### src/rtl/tga_pixel_stream_decoder_defines.svh
// assertion macros for the targa pixel stream decoder
// no dependencies; expects clk and arst_n in the including module
`ifndef TGA_PIXEL_STREAM_DECODER_DEFINES_SVH
`define TGA_PIXEL_STREAM_DECODER_DEFINES_SVH

`ifndef NO_ASSERTIONS

`define TPSD_ASSERT(lbl, prop, msg) \
	lbl: assert property (@(posedge clk) disable iff (!arst_n) prop) else $error(msg);

`define TPSD_ASSERT_NEVER(lbl, cond, msg) \
	lbl: assert property (@(posedge clk) disable iff (!arst_n) !(cond)) else $error(msg);

`else

`define TPSD_ASSERT(lbl, prop, msg)

`define TPSD_ASSERT_NEVER(lbl, cond, msg)

`endif

`endif

### src/rtl/tpsd_pkg.sv
// shared types and constants for the targa pixel stream decoder
// no dependencies
package tpsd_pkg;

	// register indexes of the configuration port
	typedef enum logic [1:0] {
		CFG_RLE_MODE     = 2'd0,
		CFG_PIXEL_DEPTH  = 2'd1,
		CFG_IMAGE_WIDTH  = 2'd2,
		CFG_IMAGE_HEIGHT = 2'd3
	} cfg_idx_t;

	localparam int unsigned CFG_DATA_W = 16;

	// pixel depth codes
	localparam logic [1:0] DEPTH_16 = 2'd0;
	localparam logic [1:0] DEPTH_24 = 2'd1;
	localparam logic [1:0] DEPTH_32 = 2'd2;
	// reserved depth code, no mode supports it
	localparam logic [1:0] DEPTH_BAD = 2'd3;

	localparam logic [7:0] RUN_FLAG_MIN = 8'd128;
	localparam logic [7:0] RUN_BIAS     = 8'd127;

	// one decoded result beat
	typedef struct packed {
		logic [7:0] red;
		logic [7:0] green;
		logic [7:0] blue;
		logic [7:0] alpha;
		logic       has_alpha;
		logic [7:0] repeat_res;
		logic       last;
		logic       error;
	} pix_res_t;

	// color fields of one pixel
	typedef struct packed {
		logic [7:0] red;
		logic [7:0] green;
		logic [7:0] blue;
		logic [7:0] alpha;
		logic       has_alpha;
	} pix_color_t;

endpackage

### src/rtl/tga_pixel_stream_decoder.sv
// a pixel beat is registered into the output buffer when its final byte is accepted
// throughput: one data byte per cycle; a two-entry output buffer keeps data_ready up
// while one result waits, so the input stalls only when both entries hold results
// reset (arst_n low): uncompressed mode, 24-bit depth, zero width and height, so
// no pixels are expected and bytes are dropped until width and height are written
// top level: targa pixel byte stream to decoded pixels; uses tpsd_pkg,
// tpsd_pixel_fmt, tpsd_out_skid and tga_pixel_stream_decoder_defines.svh
`include "tga_pixel_stream_decoder_defines.svh"

module tga_pixel_stream_decoder import tpsd_pkg::*; (
	input  logic                  clk,
	input  logic                  arst_n,
	// configuration write port
	input  logic                  cfg_we,
	input  logic [1:0]            cfg_index,
	input  logic [CFG_DATA_W-1:0] cfg_wdata,
	// byte stream
	input  logic                  data_valid,
	output logic                  data_ready,
	input  logic [7:0]            data_byte,
	// decoded pixels
	output logic                  pix_valid,
	input  logic                  pix_ready,
	output logic [7:0]            red,
	output logic [7:0]            green,
	output logic [7:0]            blue,
	output logic [7:0]            alpha,
	output logic                  has_alpha,
	output logic [7:0]            repeat_res,
	output logic                  last,
	output logic                  error
);

	// configuration registers
	logic        rle_mode_q;
	logic [1:0]  pixel_depth_q;
	logic [15:0] image_width_q;
	logic [15:0] image_height_q;

	// decode state
	logic [1:0]  byte_phase_q;
	logic [23:0] pixel_bytes_q;
	logic [7:0]  packet_left_q;
	logic        packet_is_run_q;
	logic [31:0] pixels_left_q;

	logic [1:0]  byte_phase_n;
	logic [23:0] pixel_bytes_n;
	logic [7:0]  packet_left_n;
	logic        packet_is_run_n;
	logic [31:0] pixels_left_n;

	// values after the current config write, used for the restart product
	logic [15:0] width_n;
	logic [15:0] height_n;
	logic [31:0] area;

	logic        accept;
	logic        depth_bad;
	logic        final_byte;
	logic [7:0]  run_rep;
	logic [7:0]  rep;
	logic [31:0] pixels_left_dec;
	logic        push;
	pix_res_t    res;
	pix_res_t    out_res;
	pix_color_t  color;
	logic        space;

	assign accept = data_valid && data_ready;

	// 16-bit pixels in run-length mode and the reserved depth code are rejected
	assign depth_bad = (pixel_depth_q == DEPTH_BAD) || (rle_mode_q && (pixel_depth_q == DEPTH_16));

	// final byte of a pixel when phase reaches depth code + 1 (2, 3 or 4 bytes)
	assign final_byte = ({1'b0, byte_phase_q} + 3'd1) == ({1'b0, pixel_depth_q} + 3'd2);

	// a run is clipped to the pixels still left in the image
	assign run_rep = (pixels_left_q < {24'b0, packet_left_q}) ? pixels_left_q[7:0]
	                                                          : packet_left_q;
	assign rep = (rle_mode_q && packet_is_run_q) ? run_rep : 8'd1;
	assign pixels_left_dec = pixels_left_q - {24'b0, rep};

	// restart count, one 16x16 product on a config write
	always_comb begin
		width_n  = image_width_q;
		height_n = image_height_q;
		if (cfg_we) begin
			case (cfg_index)
				CFG_IMAGE_WIDTH:  width_n  = cfg_wdata;
				CFG_IMAGE_HEIGHT: height_n = cfg_wdata;
				default: ;
			endcase
		end
	end

	assign area = width_n * height_n;

	tpsd_pixel_fmt u_fmt (
		.depth       (pixel_depth_q),
		.pixel_bytes (pixel_bytes_q),
		.final_byte  (data_byte),
		.color       (color)
	);

	// next-state and result for one accepted byte
	always_comb begin
		byte_phase_n    = byte_phase_q;
		pixel_bytes_n   = pixel_bytes_q;
		packet_left_n   = packet_left_q;
		packet_is_run_n = packet_is_run_q;
		pixels_left_n   = pixels_left_q;
		push            = 1'b0;
		res             = '0;
		if (accept) begin
			if (depth_bad) begin
				// error beat per byte, state untouched
				push      = 1'b1;
				res.error = 1'b1;
			end else if (pixels_left_q != 32'd0) begin
				if (rle_mode_q && (packet_left_q == 8'd0)) begin
					// packet header, no result
					if (data_byte < RUN_FLAG_MIN) begin
						packet_left_n   = data_byte + 8'd1;
						packet_is_run_n = 1'b0;
					end else begin
						packet_left_n   = data_byte - RUN_BIAS;
						packet_is_run_n = 1'b1;
					end
				end else if (!final_byte) begin
					// collect leading pixel bytes, little-endian
					pixel_bytes_n = pixel_bytes_q | ({16'b0, data_byte} << {byte_phase_q, 3'b000});
					byte_phase_n  = byte_phase_q + 2'd1;
				end else begin
					byte_phase_n  = 2'd0;
					pixel_bytes_n = 24'd0;
					if (rle_mode_q && packet_is_run_q) begin
						packet_left_n = 8'd0;
					end else if (rle_mode_q) begin
						packet_left_n = packet_left_q - 8'd1;
					end
					pixels_left_n = pixels_left_dec;
					if (pixels_left_dec == 32'd0) begin
						// image done, drop any rest of the packet
						packet_left_n = 8'd0;
					end
					push           = 1'b1;
					res.red        = color.red;
					res.green      = color.green;
					res.blue       = color.blue;
					res.alpha      = color.alpha;
					res.has_alpha  = color.has_alpha;
					res.repeat_res = rep;
					res.last       = (pixels_left_dec == 32'd0);
				end
			end
		end
	end

	// configuration and decode state; any config write restarts the image
	always_ff @(posedge clk or negedge arst_n) begin
		if (!arst_n) begin
			rle_mode_q      <= 1'b0;
			pixel_depth_q   <= DEPTH_24;
			image_width_q   <= 16'd0;
			image_height_q  <= 16'd0;
			byte_phase_q    <= 2'd0;
			pixel_bytes_q   <= 24'd0;
			packet_left_q   <= 8'd0;
			packet_is_run_q <= 1'b0;
			pixels_left_q   <= 32'd0;
		end else if (cfg_we) begin
			case (cfg_index)
				CFG_RLE_MODE:     rle_mode_q    <= cfg_wdata[0];
				CFG_PIXEL_DEPTH:  pixel_depth_q <= cfg_wdata[1:0];
				default: ;
			endcase
			image_width_q   <= width_n;
			image_height_q  <= height_n;
			byte_phase_q    <= 2'd0;
			pixel_bytes_q   <= 24'd0;
			packet_left_q   <= 8'd0;
			packet_is_run_q <= 1'b0;
			pixels_left_q   <= area;
		end else begin
			byte_phase_q    <= byte_phase_n;
			pixel_bytes_q   <= pixel_bytes_n;
			packet_left_q   <= packet_left_n;
			packet_is_run_q <= packet_is_run_n;
			pixels_left_q   <= pixels_left_n;
		end
	end

	// result register with skid entry
	tpsd_out_skid u_out (
		.clk       (clk),
		.arst_n    (arst_n),
		.push      (push),
		.push_res  (res),
		.space     (space),
		.out_valid (pix_valid),
		.out_ready (pix_ready),
		.out_res   (out_res)
	);

	assign data_ready = space;

	assign red        = out_res.red;
	assign green      = out_res.green;
	assign blue       = out_res.blue;
	assign alpha      = out_res.alpha;
	assign has_alpha  = out_res.has_alpha;
	assign repeat_res = out_res.repeat_res;
	assign last       = out_res.last;
	assign error      = out_res.error;

	// a finished image never leaves a packet open
	`TPSD_ASSERT(a_done_no_packet, (pixels_left_q == 32'd0) |-> (packet_left_q == 8'd0), "packet open after image end")
	// the byte phase never passes the final byte of a pixel
	`TPSD_ASSERT_NEVER(a_phase_range, ({1'b0, byte_phase_q} > ({1'b0, pixel_depth_q} + 3'd1)), "byte phase out of range")
	// a full skid entry means the result register is occupied
	`TPSD_ASSERT(a_stall_has_beat, !data_ready |-> pix_valid, "input stalled with no pending beat")
	// a beat that is waiting keeps its run count
	`TPSD_ASSERT(a_hold_rep, (pix_valid && !pix_ready) |=> $stable(repeat_res), "stalled beat changed")

endmodule

### src/rtl/tpsd_pixel_fmt.sv
// pixel format conversion: 5-5-5 widening and bgr(a) to rgb(a) reorder
// depends on tpsd_pkg
module tpsd_pixel_fmt import tpsd_pkg::*; (
	input  logic [1:0]  depth,
	input  logic [23:0] pixel_bytes,
	input  logic [7:0]  final_byte,
	output pix_color_t  color
);

	logic [15:0] word16;

	assign word16 = {final_byte, pixel_bytes[7:0]};

	always_comb begin
		color = '0;
		unique case (depth)
			DEPTH_16: begin
				// bit 15 dropped
				color.blue  = {word16[4:0], 3'b000};
				color.green = {word16[9:5], 3'b000};
				color.red   = {word16[14:10], 3'b000};
			end
			DEPTH_24: begin
				color.blue  = pixel_bytes[7:0];
				color.green = pixel_bytes[15:8];
				color.red   = final_byte;
			end
			DEPTH_32: begin
				color.blue      = pixel_bytes[7:0];
				color.green     = pixel_bytes[15:8];
				color.red       = pixel_bytes[23:16];
				color.alpha     = final_byte;
				color.has_alpha = 1'b1;
			end
			default: begin
				color = '0;
			end
		endcase
	end

endmodule

### src/rtl/tpsd_out_skid.sv
// two-entry output buffer: result register plus skid register
// depends on tpsd_pkg
module tpsd_out_skid import tpsd_pkg::*; (
	input  logic     clk,
	input  logic     arst_n,
	input  logic     push,
	input  pix_res_t push_res,
	output logic     space,
	output logic     out_valid,
	input  logic     out_ready,
	output pix_res_t out_res
);

	logic     out_valid_q;
	logic     skid_valid_q;
	pix_res_t out_q;
	pix_res_t skid_q;
	logic     pop;

	assign pop       = out_valid_q && out_ready;
	assign space     = !skid_valid_q;
	assign out_valid = out_valid_q;
	assign out_res   = out_q;

	always_ff @(posedge clk or negedge arst_n) begin
		if (!arst_n) begin
			out_valid_q  <= 1'b0;
			skid_valid_q <= 1'b0;
		end else if (skid_valid_q) begin
			if (pop) begin
				skid_valid_q <= 1'b0;
			end
		end else if (push) begin
			if (!out_valid_q || pop) begin
				out_valid_q <= 1'b1;
			end else begin
				skid_valid_q <= 1'b1;
			end
		end else if (pop) begin
			out_valid_q <= 1'b0;
		end
	end

	always_ff @(posedge clk) begin
		if (skid_valid_q) begin
			if (pop) begin
				out_q <= skid_q;
			end
		end else if (push) begin
			if (!out_valid_q || pop) begin
				out_q <= push_res;
			end else begin
				skid_q <= push_res;
			end
		end
	end

endmodule
### config.mk
export PLATFORM = sky130hd
export DESIGN_NAME = tga_pixel_stream_decoder
export DESIGN_NICKNAME = d
export VERILOG_FILES = /design/src/rtl/tpsd_pkg.sv /design/src/rtl/tga_pixel_stream_decoder.sv /design/src/rtl/tpsd_pixel_fmt.sv /design/src/rtl/tpsd_out_skid.sv
export VERILOG_INCLUDE_DIRS = /design/src /design/src/rtl
export SDC_FILE = /design/constraint.sdc
export NUM_CORES = 1
export LEC_CHECK = 0
export BUFFER_PORTS_ARGS = -buffer_cell sky130_fd_sc_hd__buf_2
export CAP_MARGIN = 20
export CELL_PAD_IN_SITES_DETAIL_PLACEMENT = 1
export CELL_PAD_IN_SITES_GLOBAL_PLACEMENT = 1
export CORE_ASPECT_RATIO = 1.4
export CORE_UTILIZATION = 54
export CTS_CLUSTER_SIZE = 14
export DETAILED_ROUTE_END_ITERATION = 6
export GPL_ROUTABILITY_DRIVEN = 0
export PLACE_DENSITY = 0.95
export SETUP_SLACK_MARGIN = 0.1
export SYNTH_ARGS = -nofsm -noshare
export SYNTH_HDL_FRONTEND = slang
export SYNTH_HIERARCHICAL = 1
export SYNTH_SLANG_ARGS = --single-unit
### constraint.sdc
create_clock -name clk -period 19.91 [get_ports clk]
set_input_delay 1.991 -clock clk [delete_from_list [all_inputs] [get_ports clk]]
set_output_delay 1.991 -clock clk [all_outputs]
set_load 0.01 [all_outputs]
==> qor.log, run 1 <==
INFO  clock_tree     clock_tree.buffer_depth=2
INFO  floorplan      initial_core_util=0.554
INFO  critical_path  worst_setup_path_end_kind=register
INFO  sta            grt_setup_unrepaired=no
INFO  floorplan      fp.dieH=221µm
INFO  grt            grtUsageTotal=0.404
INFO  logic_synthesis yosys.area_share.adder=0.293
INFO  cells_and_area finish.cell_count_without_fillers=2476
INFO  sta            worst_slew_margin_rel=0.202
INFO  logic_synthesis synth_nets=2325
INFO  sta            maxSlewViolCount=0
INFO  route          antenna_violating_nets_post_route=0
INFO  outcome        status=completed
INFO  critical_path  crit_type=in -> reg
INFO  floorplan      die_width=159µm
INFO  sta            worst_hold_slack=0.524ns
INFO  logic_synthesis xor_xnor_share_of_the_synthesized_area=0.0170
INFO  cells_and_area num-nets-final=2365
INFO  logic_synthesis synth_enable_flop_cells=86
INFO  logic_synthesis sequential_area_share_after_synthesis=0.280
INFO  route          detail_route.wl_per_cell=27.4µm
INFO  run            timing.max_cap.violations=0
INFO  clock_tree     cts_made_buffers=17
INFO  sta            achievable-frequency=95.6MHz
INFO  critical_path  worst_path_maximum_fanout=16
INFO  sta            finalSetupViolations=0
INFO  route          via_per_inst=6.56
INFO  logic_synthesis simple_gate_share_of_the_synthesized_area=0.166
INFO  clock_tree     clock-sinks=190
INFO  clock_tree     clock_latency_at_the_later_pin_of_the_worst_skew_pair=0.48ns
INFO  clock_tree     hold_buffers=0
INFO  logic_synthesis post_synth_mux_area_share=0.0649
INFO  clock_tree     cts.reportedPaths.clkPinSlew=0.09ns
INFO  logic_synthesis synthDistinctLibCells=79
INFO  floorplan      top_level_ports=76
INFO  sta            fin_setup_tns=0ns
INFO  critical_path  start_kind=input pin
INFO  route          drt_pass1_iterations=5
INFO  clock_tree     cts_repair_resize_count=0
INFO  sta            post-route-min-period=10.46ns
INFO  logic_synthesis async_flop_share=0.547
INFO  route          route.detailed.drc=0
INFO  cells_and_area final_layout_size_suffix_gt1_frac=0.107
INFO  logic_synthesis postSynthCellCount=1977
INFO  logic_synthesis ys_ff_latch=190
INFO  critical_path  worst_ep_required_time=20.30ns
INFO  sta            max_slew.worst_pin.slew=1.20ns
INFO  cells_and_area flow.area_growth_from_synthesis=7.53%
INFO  logic_synthesis main_combinational_cell_family_by_area_after_synthesis=adder cells
INFO  placement      buffer_ports.inserted=75
INFO  clock_tree     clock_tree_from_tritoncts=done
INFO  min_path       min_delay_path_depth=2
INFO  min_path       timing.hold.worst.class=reg -> reg
INFO  grt            largest_net_degree_at_the_start_of_global_routing=81
INFO  floorplan      floorplan.core_area=33500µm²
INFO  logic_synthesis ys_dominant_reg_cell=sky130_fd_sc_hd__dfrtp_1
INFO  cells_and_area final_util=0.595
INFO  clock_tree     htree_num_levels=4
INFO  route          routed-via-count=16231
INFO  grt            number_of_antenna_violations_at_the_first_check_in_global_routing=3
INFO  critical_path  timing.reg2reg.worst_path_depth=22
INFO  grt            grt_pass1_wl=105mm
INFO  logic_synthesis area_of_the_mapped_netlist=18600µm²
INFO  sta            hold_viol=0
INFO  critical_path  critPathArrivalTime=10.84ns
INFO  logic_synthesis synth.avg_cell_area=9.38µm²
INFO  placement      hpwlAfterDp=48.0mm
INFO  placement      place_inst=2440
INFO  critical_path  setup.reg_to_reg.worst_slack=11.37ns
INFO  grt            gr-total-overflow=0
INFO  grt            via_count_of_the_first_global_routing_pass=18509
INFO  sta            period_utilization_post_route=0.525
INFO  cells_and_area num-fill-cells=3811
INFO  logic_synthesis synth_compound_gate_area_share=0.102
INFO  sta            skew=0.0197ns
INFO  clock_tree     postCtsSetupRepairBufs=0
INFO  floorplan      die-area=35100µm²
INFO  clock_tree     clockRootBuffer=sky130_fd_sc_hd__clkbuf_16
INFO  logic_synthesis yosysWarningCount=6
INFO  route          drtIter0Drc=1034
INFO  floorplan      placement_rows=79
INFO  route          postRouteWirelength=67.8mm
[placed cells by master, fill, tap and decap left out, drive strengths merged, types with 61 or more instances in the layout]
master,instances
a21oi,96
and2,61
buf,101
dfrtp,103
edfxtp,86
fa,195
ha,122
inv,285
nand2,200
nor2,218
o21ai,63
[final timing paths]
| path | from | to |
|---|---|---|
| max in group asynchronous | arst_n | image_width_q[8]$_DFFE_PN0P_ |
| worst max-delay path | cfg_index[1] | pixels_left_q[29]$_DFFE_PN0P_ |
| worst max register to register | image_height_q[1]$_DFFE_PN0P_ | pixels_left_q[29]$_DFFE_PN0P_ |
| worst min-delay path | pixel_bytes_q[22]$_DFFE_PN0P_ | pixel_bytes_q[22]$_DFFE_PN0P_ |
| worst min register to register | pixel_bytes_q[22]$_DFFE_PN0P_ | pixel_bytes_q[22]$_DFFE_PN0P_ |
| min in group asynchronous | arst_n | pixels_left_q[5]$_DFFE_PN0P_ |
[cell type report]
class                   instances  area (µm²)  area share
diodes                          1        2.50    0.000125
clock buffers                  17         425      0.0213
clock inverters                15         178     0.00891
inverters                     290        1090      0.0546
multi-input cells            1416       11900       0.598
flip-flops and latches        190        5190       0.260
well taps                     445         557      0.0279
repair buffers                102         588      0.0295
[registers in the layout (all words and copies together) (netlist names)]
| name | count |
|---|---|
| packet_is_run_q | 1 |
| byte_phase_q | 2 |
| packet_left_q | 8 |
| u_out/out_valid | 1 |
| rle_mode_q | 1 |
| image_width_q | 16 |
| u_out/skid_valid_q | 1 |
| u_out/out_res | 43 |
| u_out/skid_q | 43 |
| image_height_q | 16 |
| pixel_depth_q | 2 |
| pixel_bytes_q | 24 |
| pixels_left_q | 32 |
[metrics by stage]
step	area [µm²]	worst slack, ns
final	19900	9.45
after detailed placement	19300	9.27
after CTS	19900	9.65
after global placement	19300	9.86
after floorplan	18600	10.67
after global routing	19900	9.22
[metal layers]
layer	wire, µm	up-vias	track usage
li1	-	6651	-
met1	21800	8054	0.398
met2	33800	1022	0.676
met3	4870	502	0.100
met4	7340	2	0.390
met5	13	-	0.00144
[critical path: stages]
cell	delay, ns
sky130_fd_sc_hd__buf_2	0.12
sky130_fd_sc_hd__nand3_1	0.20
sky130_fd_sc_hd__buf_4	0.37
sky130_fd_sc_hd__mux2i_1	0.79
sky130_fd_sc_hd__clkinv_1	0.53
sky130_fd_sc_hd__nand2_1	0.23
sky130_fd_sc_hd__fa_1	0.44
sky130_fd_sc_hd__fa_1	0.53
sky130_fd_sc_hd__fa_1	0.52
sky130_fd_sc_hd__inv_1	0.06
sky130_fd_sc_hd__fa_1	0.50
sky130_fd_sc_hd__fa_1	0.57
sky130_fd_sc_hd__inv_1	0.08
sky130_fd_sc_hd__fa_1	0.56
sky130_fd_sc_hd__inv_1	0.05
sky130_fd_sc_hd__ha_1	0.35
sky130_fd_sc_hd__a21oi_1	0.23
sky130_fd_sc_hd__o21ai_0	0.18
sky130_fd_sc_hd__a211oi_1	0.62
sky130_fd_sc_hd__a21boi_0	0.41
sky130_fd_sc_hd__o21ai_0	0.52
sky130_fd_sc_hd__a31oi_1	0.22
sky130_fd_sc_hd__o21ai_0	0.25
sky130_fd_sc_hd__mux2_2	0.37
sky130_fd_sc_hd__a21oi_1	0.16
[synthesized netlist by cell type, types with 16 or more instances]
cell	count	share of area
sky130_fd_sc_hd__mux2i_1	54	0.029
sky130_fd_sc_hd__xor2_1	20	0.0094
sky130_fd_sc_hd__xnor2_1	16	0.0076
sky130_fd_sc_hd__nor2_1	218	0.044
sky130_fd_sc_hd__nor3_1	43	0.012
sky130_fd_sc_hd__o21ai_0	56	0.015
sky130_fd_sc_hd__inv_1	274	0.055
sky130_fd_sc_hd__clkbuf_1	58	0.012
sky130_fd_sc_hd__dfrtp_1	103	0.14
sky130_fd_sc_hd__edfxtp_1	86	0.14
sky130_fd_sc_hd__and2_1	61	0.021
sky130_fd_sc_hd__fa_1	195	0.21
sky130_fd_sc_hd__nand2b_1	16	0.0054
sky130_fd_sc_hd__nand2_1	200	0.040
sky130_fd_sc_hd__mux2_2	59	0.036
sky130_fd_sc_hd__ha_1	122	0.082
sky130_fd_sc_hd__a21oi_1	96	0.026
sky130_fd_sc_hd__nand3_1	27	0.0073
[cell families after synthesis]
kind of cell | count (synthesis)
and+or+nand+nor | 655
xor gates and xnor gates | 36
buffers and inverters | 371
DFF | 190
adders and majority gates | 317
muxes | 113
AOI/OAI and AO/OA | 295
Power of run 1 is left out: the tool's default activity adds up to more than one toggle a clock period on the data nets, which glitch-free logic cannot reach.
==> run 2: changes to the inputs <==
--- a/config.mk
+++ b/config.mk
@@ -6,16 +6,17 @@
 export SDC_FILE = /design/constraint.sdc
 export NUM_CORES = 1
 export LEC_CHECK = 0
+export ABC_AREA = 1
 export BUFFER_PORTS_ARGS = -buffer_cell sky130_fd_sc_hd__buf_2
 export CAP_MARGIN = 20
 export CELL_PAD_IN_SITES_DETAIL_PLACEMENT = 1
 export CELL_PAD_IN_SITES_GLOBAL_PLACEMENT = 1
 export CORE_ASPECT_RATIO = 1.4
-export CORE_UTILIZATION = 54
+export CORE_UTILIZATION = 48
 export CTS_CLUSTER_SIZE = 14
 export DETAILED_ROUTE_END_ITERATION = 6
 export GPL_ROUTABILITY_DRIVEN = 0
-export PLACE_DENSITY = 0.95
+export PLACE_DENSITY = 0.9
 export SETUP_SLACK_MARGIN = 0.1
 export SYNTH_ARGS = -nofsm -noshare
 export SYNTH_HDL_FRONTEND = slang
==> constraint.sdc (replaced) <==
create_clock -name clk -period 9.7 [get_ports clk]
set_input_delay 0.97 -clock clk [delete_from_list [all_inputs] [get_ports clk]]
set_output_delay 0.97 -clock clk [all_outputs]
set_load 0.01 [all_outputs]
==> run 2 against run 1 <==
Setup slack lost 8.2 ns. Area after synthesis grew 4.5%. Final cell count grew 25%. Critical path depth grew 4. Sequential share of layout area shrank 1.2 points. Largest cell class unchanged. Non-clock buffer count shrank 2. Synthesized cell count grew 27%. Clock skew grew 0.0070 ns. Critical endpoint unchanged. Die area grew 17%. First-iteration DRC count grew 3.0%. Sequential cell count is the same. Worst hold slack lost 0.048 ns.
==> qor.log, run 2 <==
INFO  critical_path  timing.reg2reg.worst_path_depth=25 [was 22]
INFO  grt            grt_pass1_wl=107mm [was 105 mm]
INFO  cells_and_area num-nets-final=2895 [was 2365]
INFO  critical_path  timing.rr.start=image_height_q[2]$_DFFE_PN0P_ [was image_height_q[1]$_DFFE_PN0P_]
INFO  sta            grt_setup_unrepaired=no [unchanged]
INFO  critical_path  worst_setup_path_end_kind=register [unchanged]
INFO  critical_path  worst_ep_required_time=10.04ns [was 20.30 ns]
INFO  cells_and_area final_layout_size_suffix_gt1_frac=0.0758 [was 0.107]
INFO  sta            post-route-min-period=8.44ns
INFO  sta            fin_setup_tns=0ns [unchanged]
INFO  cells_and_area num-fill-cells=5025 [was 3811]
INFO  clock_tree     clock-sinks=190 [unchanged]
INFO  logic_synthesis area_of_the_mapped_netlist=19400µm² [was 18600 µm²]
INFO  sta            period_utilization_post_route=0.870
INFO  floorplan      fp.dieH=240µm [was 221 µm]
INFO  run            timing.max_cap.violations=0 [unchanged]
INFO  logic_synthesis ys_ff_latch=190 [unchanged]
INFO  critical_path  start_kind=input pin [unchanged]
INFO  route          postRouteWirelength=68.2mm [was 67.8 mm]
INFO  cells_and_area layout_common_cells=sky130_fd_sc_hd__nand2_1, sky130_fd_sc_hd__inv_1, sky130_fd_sc_hd__nor2_1, sky130_fd_sc_hd__fa_1, sky130_fd_sc_hd__nand3_1 [was sky130_fd_sc_hd__inv_1, sky130_fd_sc_hd__nor2_1, sky130_fd_sc_hd__nand2_1, sky130_fd_sc_hd__fa_1, sky130_fd_sc_hd__ha_1]
INFO  critical_path  critPathArrivalTime=8.78ns [was 10.84 ns]
INFO  critical_path  rr_endpoint=pixels_left_q[26]$_DFFE_PN0P_ [was pixels_left_q[29]$_DFFE_PN0P_]
INFO  floorplan      die_width=172µm [was 159 µm]
INFO  logic_synthesis commonest_cells_in_the_synthesized_netlist=sky130_fd_sc_hd__nand2_1, sky130_fd_sc_hd__inv_1, sky130_fd_sc_hd__nor2_1, sky130_fd_sc_hd__fa_1, sky130_fd_sc_hd__nand3_1 [was sky130_fd_sc_hd__inv_1, sky130_fd_sc_hd__nor2_1, sky130_fd_sc_hd__nand2_1, sky130_fd_sc_hd__fa_1, sky130_fd_sc_hd__ha_1]
INFO  floorplan      top_level_ports=76 [unchanged]
INFO  cells_and_area flow.area_growth_from_synthesis=7.81% [was 7.53%]
INFO  clock_tree     hold_buffers=0 [unchanged]
INFO  clock_tree     clock_latency_at_the_later_pin_of_the_worst_skew_pair=0.49ns [was 0.48 ns]
INFO  floorplan      initial_core_util=0.489 [was 0.554]
INFO  logic_synthesis synth_enable_flop_cells=86 [unchanged]
INFO  clock_tree     clock_tree_from_tritoncts=done [unchanged]
INFO  logic_synthesis ys_dominant_reg_cell=sky130_fd_sc_hd__dfrtp_1 [unchanged]
INFO  route          routed-via-count=17686 [was 16231]
INFO  placement      buffer_ports.inserted=75 [unchanged]
INFO  grt            largest_net_degree_at_the_start_of_global_routing=78 [was 81]
INFO  min_path       timing.hold.worst.class=in -> async [was reg -> reg]
INFO  critical_path  crit_type=in -> reg [unchanged]
INFO  cells_and_area sequential_cell_area=5190µm² [about the same]
INFO  grt            grtUsageTotal=0.349 [was 0.404]
INFO  route          drtIter0Drc=1065 [was 1034]
INFO  critical_path  worst_path_maximum_fanout=44 [was 16]
INFO  critical_path  timing.critical_path.mode_cell=sky130_fd_sc_hd__fa_1 [unchanged]
INFO  grt            gr-total-overflow=0 [unchanged]
INFO  outcome        status=completed [unchanged]
INFO  logic_synthesis synth_nets=2850 [was 2325]
INFO  route          drt_pass1_iterations=7 [was 5]
INFO  logic_synthesis synth.top_cells.by_area=sky130_fd_sc_hd__fa_1, sky130_fd_sc_hd__edfxtp_1, sky130_fd_sc_hd__dfrtp_1 [unchanged]
INFO  route          antenna_violating_nets_post_route=0 [unchanged]
INFO  clock_tree     cts.reportedPaths.clkPinSlew=0.10ns [was 0.09 ns]
INFO  logic_synthesis synthDistinctLibCells=55 [was 79]
INFO  logic_synthesis yosys.area.top_type_share=0.201 [was 0.210]
INFO  sta            finalSetupViolations=0 [unchanged]
INFO  clock_tree     postCtsSetupRepairBufs=0 [unchanged]
INFO  floorplan      die-area=41200µm² [was 35100 µm²]
INFO  route          detail_route.wl_per_cell=22.0µm [was 27.4 µm]
INFO  clock_tree     clock_tree.buffer_depth=2 [unchanged]
INFO  floorplan      placement_rows=86 [was 79]
INFO  grt            via_count_of_the_first_global_routing_pass=19756 [was 18509]
INFO  floorplan      floorplan.core_area=39600µm² [was 33500 µm²]
INFO  placement      hpwlAfterDp=51.4mm [was 48.0 mm]
INFO  critical_path  setup.reg_to_reg.worst_slack=2.45ns [was 11.37 ns]
INFO  sta            maxSlewViolCount=0 [unchanged]
INFO  route          via_per_inst=5.72 [was 6.56]
INFO  logic_synthesis postSynthCellCount=2502 [was 1977]
INFO  critical_path  cpMaxStageDelayCell=sky130_fd_sc_hd__o21ai_1 [was sky130_fd_sc_hd__mux2i_1]
INFO  logic_synthesis async_flop_share=0.547 [unchanged]
INFO  clock_tree     clockRootBuffer=sky130_fd_sc_hd__clkbuf_16 [unchanged]
INFO  route          route.detailed.drc=0 [unchanged]
INFO  sta            worst_slew_margin_rel=0.287 [was 0.202]
INFO  sta            max_slew.worst_pin.slew=1.06ns [was 1.20 ns]
INFO  critical_path  timing.critical_path.slowest_cell_delay=0.73ns [was 0.79 ns]
INFO  clock_tree     htree_num_levels=4 [unchanged]
INFO  logic_synthesis synthMostInstantiatedCell=sky130_fd_sc_hd__nand2_1 [was sky130_fd_sc_hd__inv_1]
INFO  sta            hold_viol=0 [unchanged]
INFO  logic_synthesis synthDominantAreaCellType=sky130_fd_sc_hd__fa_1 [unchanged]
INFO  sta            skew=0.0267ns [was 0.0197 ns]
INFO  cells_and_area multi_input_comb_area=11900µm² [about the same]
INFO  cells_and_area most_common_library_cell_in_the_layout_ignoring_fill_and_taps=sky130_fd_sc_hd__nand2_1 [was sky130_fd_sc_hd__inv_1]
INFO  clock_tree     cts_repair_resize_count=0 [unchanged]
INFO  logic_synthesis synth.avg_cell_area=7.75µm² [was 9.38 µm²]
INFO  sta            achievable-frequency=119MHz
INFO  logic_synthesis sequential_area_share_after_synthesis=0.268 [was 0.280]
INFO  grt            number_of_antenna_violations_at_the_first_check_in_global_routing=7 [was 3]
INFO  clock_tree     cts_made_buffers=17 [unchanged]
INFO  logic_synthesis yosysWarningCount=6 [unchanged]
[run 2: cell types whose count changed after synthesis, sizes merged, moves of 12 or more]
cell	delta
nor3	-28
nand2	+430
nand2b	-16
mux2	-59
buf	+12
nand3	+110
nand4	+35
a21oi	-13
inv	+221
clkbuf	-19
mux2i	-54
and2	-60
nor2	+96
o21ai	+38
[run 2: worst max-delay path, delay by kind of cell]
| family | cells | cell delay (ns) |
|---|---|---|
| adders and majority gates | 7 | 3.29 |
| buffers and inverters | 7 | 1.70 |
| AOI/OAI and AO/OA | 7 | 1.60 |
| and+or+nand+nor | 8 | 1.17 |
[run 2: kinds of logic (layout without fill, tap and decap cells)]
group | Yosys count | in the layout | synth area share
AOI/OAI and AO/OA | 229 | 229 | 0.0660
xor gates and xnor gates | 27 | 27 | 0.0122
adders and majority gates | 317 | 317 | 0.280
buffers and inverters | 585 | 643 | 0.121
DFF | 190 | 190 | 0.268
other | 0 | 6 | 0
and+or+nand+nor | 1154 | 1154 | 0.253
[run 2: worst max-delay path by stage]
stage	depth (start not counted)	endpoint	slack [ns]	from
6_report	29	pixels_left_q[29]$_DFFE_PN0P_	1.26	cfg_we
3_3_place_gp	29	pixels_left_q[29]$_DFFE_PN0P_	1.22	cfg_we
5_1_grt	32	pixels_left_q[29]$_DFFE_PN0P_	0.90	cfg_we
3_5_place_dp	32	pixels_left_q[29]$_DFFE_PN0P_	0.78	cfg_we
4_1_cts	32	pixels_left_q[29]$_DFFE_PN0P_	1.21	cfg_we
2_1_floorplan	30	pixels_left_q[25]$_DFFE_PN0P_	2.64	cfg_we
[run 2: stage by stage]
stage | cell area, µm² | util | hold WS [ns] | std cells | setup slack, ns
after detailed placement | 20200 | 0.510 | 0.498 | 3053 | 0.780
after CTS | 20800 | 0.526 | 0.501 | 3085 | 1.21
after global routing | 20900 | 0.528 | 0.521 | 3092 | 0.896
after global placement | 20200 | 0.510 | 0.480 | 3053 | 1.22
final | 20900 | 0.528 | 0.476 | 3094 | 1.26
after floorplan | 19400 | - | 0.463 | 2502 | 2.64
[run 2: final cells by class]
cell class | instances | share of cell area
Multi-Input combinational cell | 1727 | 0.568
Sequential cell | 190 | 0.248
Inverter | 511 | 0.0928
Tap cell | 528 | 0.0316
Timing Repair Buffer | 100 | 0.0283
Clock buffer | 17 | 0.0204
Clock inverter | 15 | 0.0105
Antenna cell | 6 | 0.000719
[run 2: routing by layer]
metal	vias up	share of wire	track usage
li1	7802	-	-
met1	8669	0.34	0.347
met2	804	0.50	0.606
met3	409	0.059	0.0760
met4	2	0.10	0.313
met5	-	0.00019	0
Power of run 2 is left out for the same reason.
==> run 3: changes to the inputs <==
--- a/config.mk
+++ b/config.mk
@@ -6,16 +6,16 @@
 export SDC_FILE = /design/constraint.sdc
 export NUM_CORES = 1
 export LEC_CHECK = 0
-export ABC_AREA = 1
 export BUFFER_PORTS_ARGS = -buffer_cell sky130_fd_sc_hd__buf_2
 export CAP_MARGIN = 20
 export CELL_PAD_IN_SITES_DETAIL_PLACEMENT = 1
 export CELL_PAD_IN_SITES_GLOBAL_PLACEMENT = 1
 export CORE_ASPECT_RATIO = 1.4
-export CORE_UTILIZATION = 48
+export CORE_UTILIZATION = 50
 export CTS_CLUSTER_SIZE = 14
 export DETAILED_ROUTE_END_ITERATION = 6
 export GPL_ROUTABILITY_DRIVEN = 0
+export GPL_TIMING_DRIVEN = 0
 export PLACE_DENSITY = 0.9
 export SETUP_SLACK_MARGIN = 0.1
 export SYNTH_ARGS = -nofsm -noshare
==> constraint.sdc (replaced) <==
create_clock -name clk -period 9.7 [get_ports clk]
set_input_delay 0.97 -clock clk [delete_from_list [all_inputs] [get_ports clk]]
set_output_delay 0.97 -clock clk [all_outputs]
set_load 0.1 [all_outputs]
==> run 3 against run 2 <==
Utilization is 2.7 points higher. Via count is 11% lower. Cell area is 2.7% lower. Worst hold slack better by 0.032 ns. Setup slack worse by 0.90 ns. Sequential cell count stayed put. Final cell count is 17% lower. Non-clock buffer count is 62 higher. Count of clock-buffer cells in the layout stayed put. Global-route usage is 0.90 points lower. Die area is 8.0% lower. Clock skew is 0.011 ns lower. Critical path type unchanged. Highest routed layer is now met4.
==> qor.log, run 3 (same netlist as run 1, synthesis figures left out) <==
INFO  grt            gr-total-overflow=0 [unchanged]
INFO  sta            worst_hold_slack=0.508ns [was 0.476 ns]
INFO  route          drt_pass1_iterations=5 [was 7]
INFO  clock_tree     clock-sinks=190 [unchanged]
INFO  critical_path  worst_setup_path_end_kind=register [unchanged]
INFO  critical_path  start_kind=input pin [unchanged]
INFO  cells_and_area num-nets-final=2425 [was 2895]
INFO  run            timing.max_cap.violations=0 [unchanged]
INFO  sta            hold_viol=0 [unchanged]
INFO  grt            via_count_of_the_first_global_routing_pass=17771 [was 19756]
INFO  clock_tree     cts_made_buffers=17 [unchanged]
INFO  route          via_per_inst=6.15 [was 5.72]
INFO  route          antenna_violating_nets_post_route=0 [unchanged]
INFO  cells_and_area final_util=0.555 [was 0.528]
INFO  critical_path  timing.critical_path.slowest_cell_delay=0.60ns [was 0.73 ns]
INFO  sta            maxSlewViolCount=0 [unchanged]
INFO  sta            grt_setup_unrepaired=no [unchanged]
INFO  route          routed-via-count=15741 [was 17686]
INFO  cells_and_area most_common_library_cell_in_the_layout_ignoring_fill_and_taps=sky130_fd_sc_hd__inv_1 [was sky130_fd_sc_hd__nand2_1]
INFO  critical_path  timing.critical_path.max_delay_family=adder cells [unchanged]
INFO  floorplan      top_level_ports=76 [unchanged]
INFO  floorplan      die_width=165µm [was 172 µm]
INFO  clock_tree     hold_buffers=0 [unchanged]
INFO  cells_and_area layout_common_cells=sky130_fd_sc_hd__inv_1, sky130_fd_sc_hd__nor2_1, sky130_fd_sc_hd__nand2_1, sky130_fd_sc_hd__fa_1, sky130_fd_sc_hd__ha_1 [was sky130_fd_sc_hd__nand2_1, sky130_fd_sc_hd__inv_1, sky130_fd_sc_hd__nor2_1, sky130_fd_sc_hd__fa_1, sky130_fd_sc_hd__nand3_1]
INFO  grt            grt_pass1_wl=97.2mm [was 107 mm]
INFO  critical_path  worst_ep_required_time=10.04ns [about the same]
INFO  route          postRouteWirelength=62.1mm [was 68.2 mm]
INFO  critical_path  cpMaxStageDelayCell=sky130_fd_sc_hd__fa_1 [was sky130_fd_sc_hd__o21ai_1]
INFO  route          detail_route.wl_per_cell=24.3µm [was 22.0 µm]
INFO  clock_tree     clock_tree.buffer_depth=2 [unchanged]
INFO  floorplan      initial_core_util=0.506 [was 0.489]
INFO  clock_tree     clock_tree_from_tritoncts=done [unchanged]
INFO  clock_tree     clockRootBuffer=sky130_fd_sc_hd__clkbuf_16 [unchanged]
INFO  sta            post-route-min-period=9.33ns [was 8.44 ns]
INFO  min_path       timing.hold.worst.class=reg -> reg [was in -> async]
INFO  sta            worst_slew_margin_rel=0.208 [was 0.287]
INFO  sta            finalSetupViolations=0 [unchanged]
INFO  floorplan      placement_rows=83 [was 86]
INFO  critical_path  critPathArrivalTime=9.68ns [was 8.78 ns]
INFO  cells_and_area flow.area_growth_from_synthesis=9.58% [was 7.81%]
INFO  sta            max_slew.worst_pin.slew=1.16ns [was 1.06 ns]
INFO  sta            fin_setup_tns=0ns [unchanged]
INFO  placement      buffer_ports.inserted=74 [was 75]
INFO  critical_path  crit_type=in -> reg [unchanged]
INFO  critical_path  worst_path_maximum_fanout=10 [was 44]
INFO  grt            number_of_antenna_violations_at_the_first_check_in_global_routing=0 [was 7]
INFO  route          drtIter0Drc=889 [was 1065]
INFO  critical_path  timing.critical_path.mode_cell=sky130_fd_sc_hd__fa_1 [unchanged]
INFO  sta            achievable-frequency=107MHz [was 119 MHz]
INFO  floorplan      fp.dieH=230µm [was 240 µm]
INFO  sta            worst_slack=0.366ns [was 1.26 ns]
INFO  floorplan      die-area=37900µm² [was 41200 µm²]
INFO  floorplan      floorplan.core_area=36700µm² [was 39600 µm²]
INFO  cells_and_area final_layout_size_suffix_gt1_frac=0.109 [was 0.0758]
INFO  placement      preCtsSetupSlack=-1.21ns [was 0.780 ns]
INFO  sta            period_utilization_post_route=0.962 [was 0.870]
INFO  placement      hpwlAfterDp=47.9mm [was 51.4 mm]
INFO  sta            skew=0.0153ns [was 0.0267 ns]
INFO  outcome        status=completed [unchanged]
INFO  critical_path  worst-path-buf-inv=8 [was 7]
INFO  grt            grtUsageTotal=0.341 [was 0.349]
INFO  grt            largest_net_degree_at_the_start_of_global_routing=55 [was 78]
INFO  clock_tree     htree_num_levels=4 [unchanged]
INFO  route          route.detailed.drc=0 [unchanged]
INFO  clock_tree     clock_latency_at_the_later_pin_of_the_worst_skew_pair=0.48ns [was 0.49 ns]
INFO  clock_tree     cts.reportedPaths.clkPinSlew=0.08ns [was 0.10 ns]
## run 3: cell types whose count changed in the layout (fill, tap and decap cells not counted), moves of 27 or more
cell                       previous run  this run
sky130_fd_sc_hd__and2_1               1        61
sky130_fd_sc_hd__nor3_1              16        43
sky130_fd_sc_hd__o21ai_0             85        56
sky130_fd_sc_hd__inv_1              487       274
sky130_fd_sc_hd__nor2_1             295       218
sky130_fd_sc_hd__nand2_1            617       200
sky130_fd_sc_hd__nand4_1             42         8
sky130_fd_sc_hd__clkbuf_1             0        52
sky130_fd_sc_hd__mux2_2               0        59
sky130_fd_sc_hd__nand3_1            128        26
sky130_fd_sc_hd__mux2i_1              0        45
## run 3: cell type report
cell class / instances / area (µm²)
Clock buffer: 17 / 425
Antenna cell: 1 / 2.50
Timing Repair Buffer: 81 / 463
Clock inverter: 15 / 214
Multi-Input combinational cell: 1416 / 12000
Buffer: 81 / 374
Fill cell: 4164 / 16300
Sequential cell: 190 / 5190
Inverter: 290 / 1090
Tap cell: 467 / 584
## run 3: path summary, 6_finish.rpt
check	startpoint	end	slack, ns	cells past startpoint
min in group asynchronous	arst_n	pixels_left_q[6]$_DFFE_PN0P_	0.57	1
max in group asynchronous	arst_n	image_width_q[14]$_DFFE_PN0P_	8.37	2
hold / removal	pixel_bytes_q[16]$_DFFE_PN0P_	pixel_bytes_q[16]$_DFFE_PN0P_	0.51	2
setup reg to reg	image_width_q[8]$_DFFE_PN0P_	pixels_left_q[31]$_DFFE_PN0P_	1.47	22
hold reg to reg	pixel_bytes_q[16]$_DFFE_PN0P_	pixel_bytes_q[16]$_DFFE_PN0P_	0.51	2
setup / recovery	cfg_we	pixels_left_q[31]$_DFFE_PN0P_	0.37	27
## run 3: worst register-to-register path, stage by stage, from the launching register on
cell	delay (ns)
sky130_fd_sc_hd__dfrtp_1	0.38
sky130_fd_sc_hd__mux2i_2	0.64
sky130_fd_sc_hd__clkinv_1	0.63
sky130_fd_sc_hd__nand2_1	0.24
sky130_fd_sc_hd__fa_1	0.47
sky130_fd_sc_hd__fa_1	0.60
sky130_fd_sc_hd__fa_1	0.48
sky130_fd_sc_hd__fa_1	0.57
sky130_fd_sc_hd__inv_1	0.09
sky130_fd_sc_hd__fa_1	0.56
sky130_fd_sc_hd__inv_1	0.07
sky130_fd_sc_hd__fa_1	0.53
sky130_fd_sc_hd__inv_1	0.04
sky130_fd_sc_hd__ha_1	0.37
sky130_fd_sc_hd__nand3_1	0.17
sky130_fd_sc_hd__nor2_1	0.08
sky130_fd_sc_hd__a211oi_2	0.44
sky130_fd_sc_hd__a21boi_1	0.25
sky130_fd_sc_hd__o21ai_0	0.42
sky130_fd_sc_hd__a31oi_1	0.19
sky130_fd_sc_hd__a41oi_1	0.30
sky130_fd_sc_hd__mux2i_1	0.43
sky130_fd_sc_hd__o21ai_0	0.16
## run 3: per-layer routing
layer  up-vias  part of all wire  GRT usage
li1       6766                 -          -
met1      7944              0.35      0.357
met2       726              0.52      0.603
met3       305             0.053     0.0528
met4         0             0.080      0.256
met5         -                 0          0
## run 3: per-stage QoR
stage          std cells  instance area (µm²)
3_5_place_dp        2520                19500
5_1_grt             2557                20300
3_3_place_gp        2518                19500
6_report            2558                20300
2_1_floorplan       1977                18600
4_1_cts             2552                20200
## run 3: what timing repair did
item / 4_1_cts / 5_1_grt
pin swaps: 0 / 0
gates cloned: 0 / 0
setup buffers: 0 / 0
gates resized for setup: 14 / 12
endpoints found under the setup margin: 12 / 3
Power of run 3 is left out for the same reason.
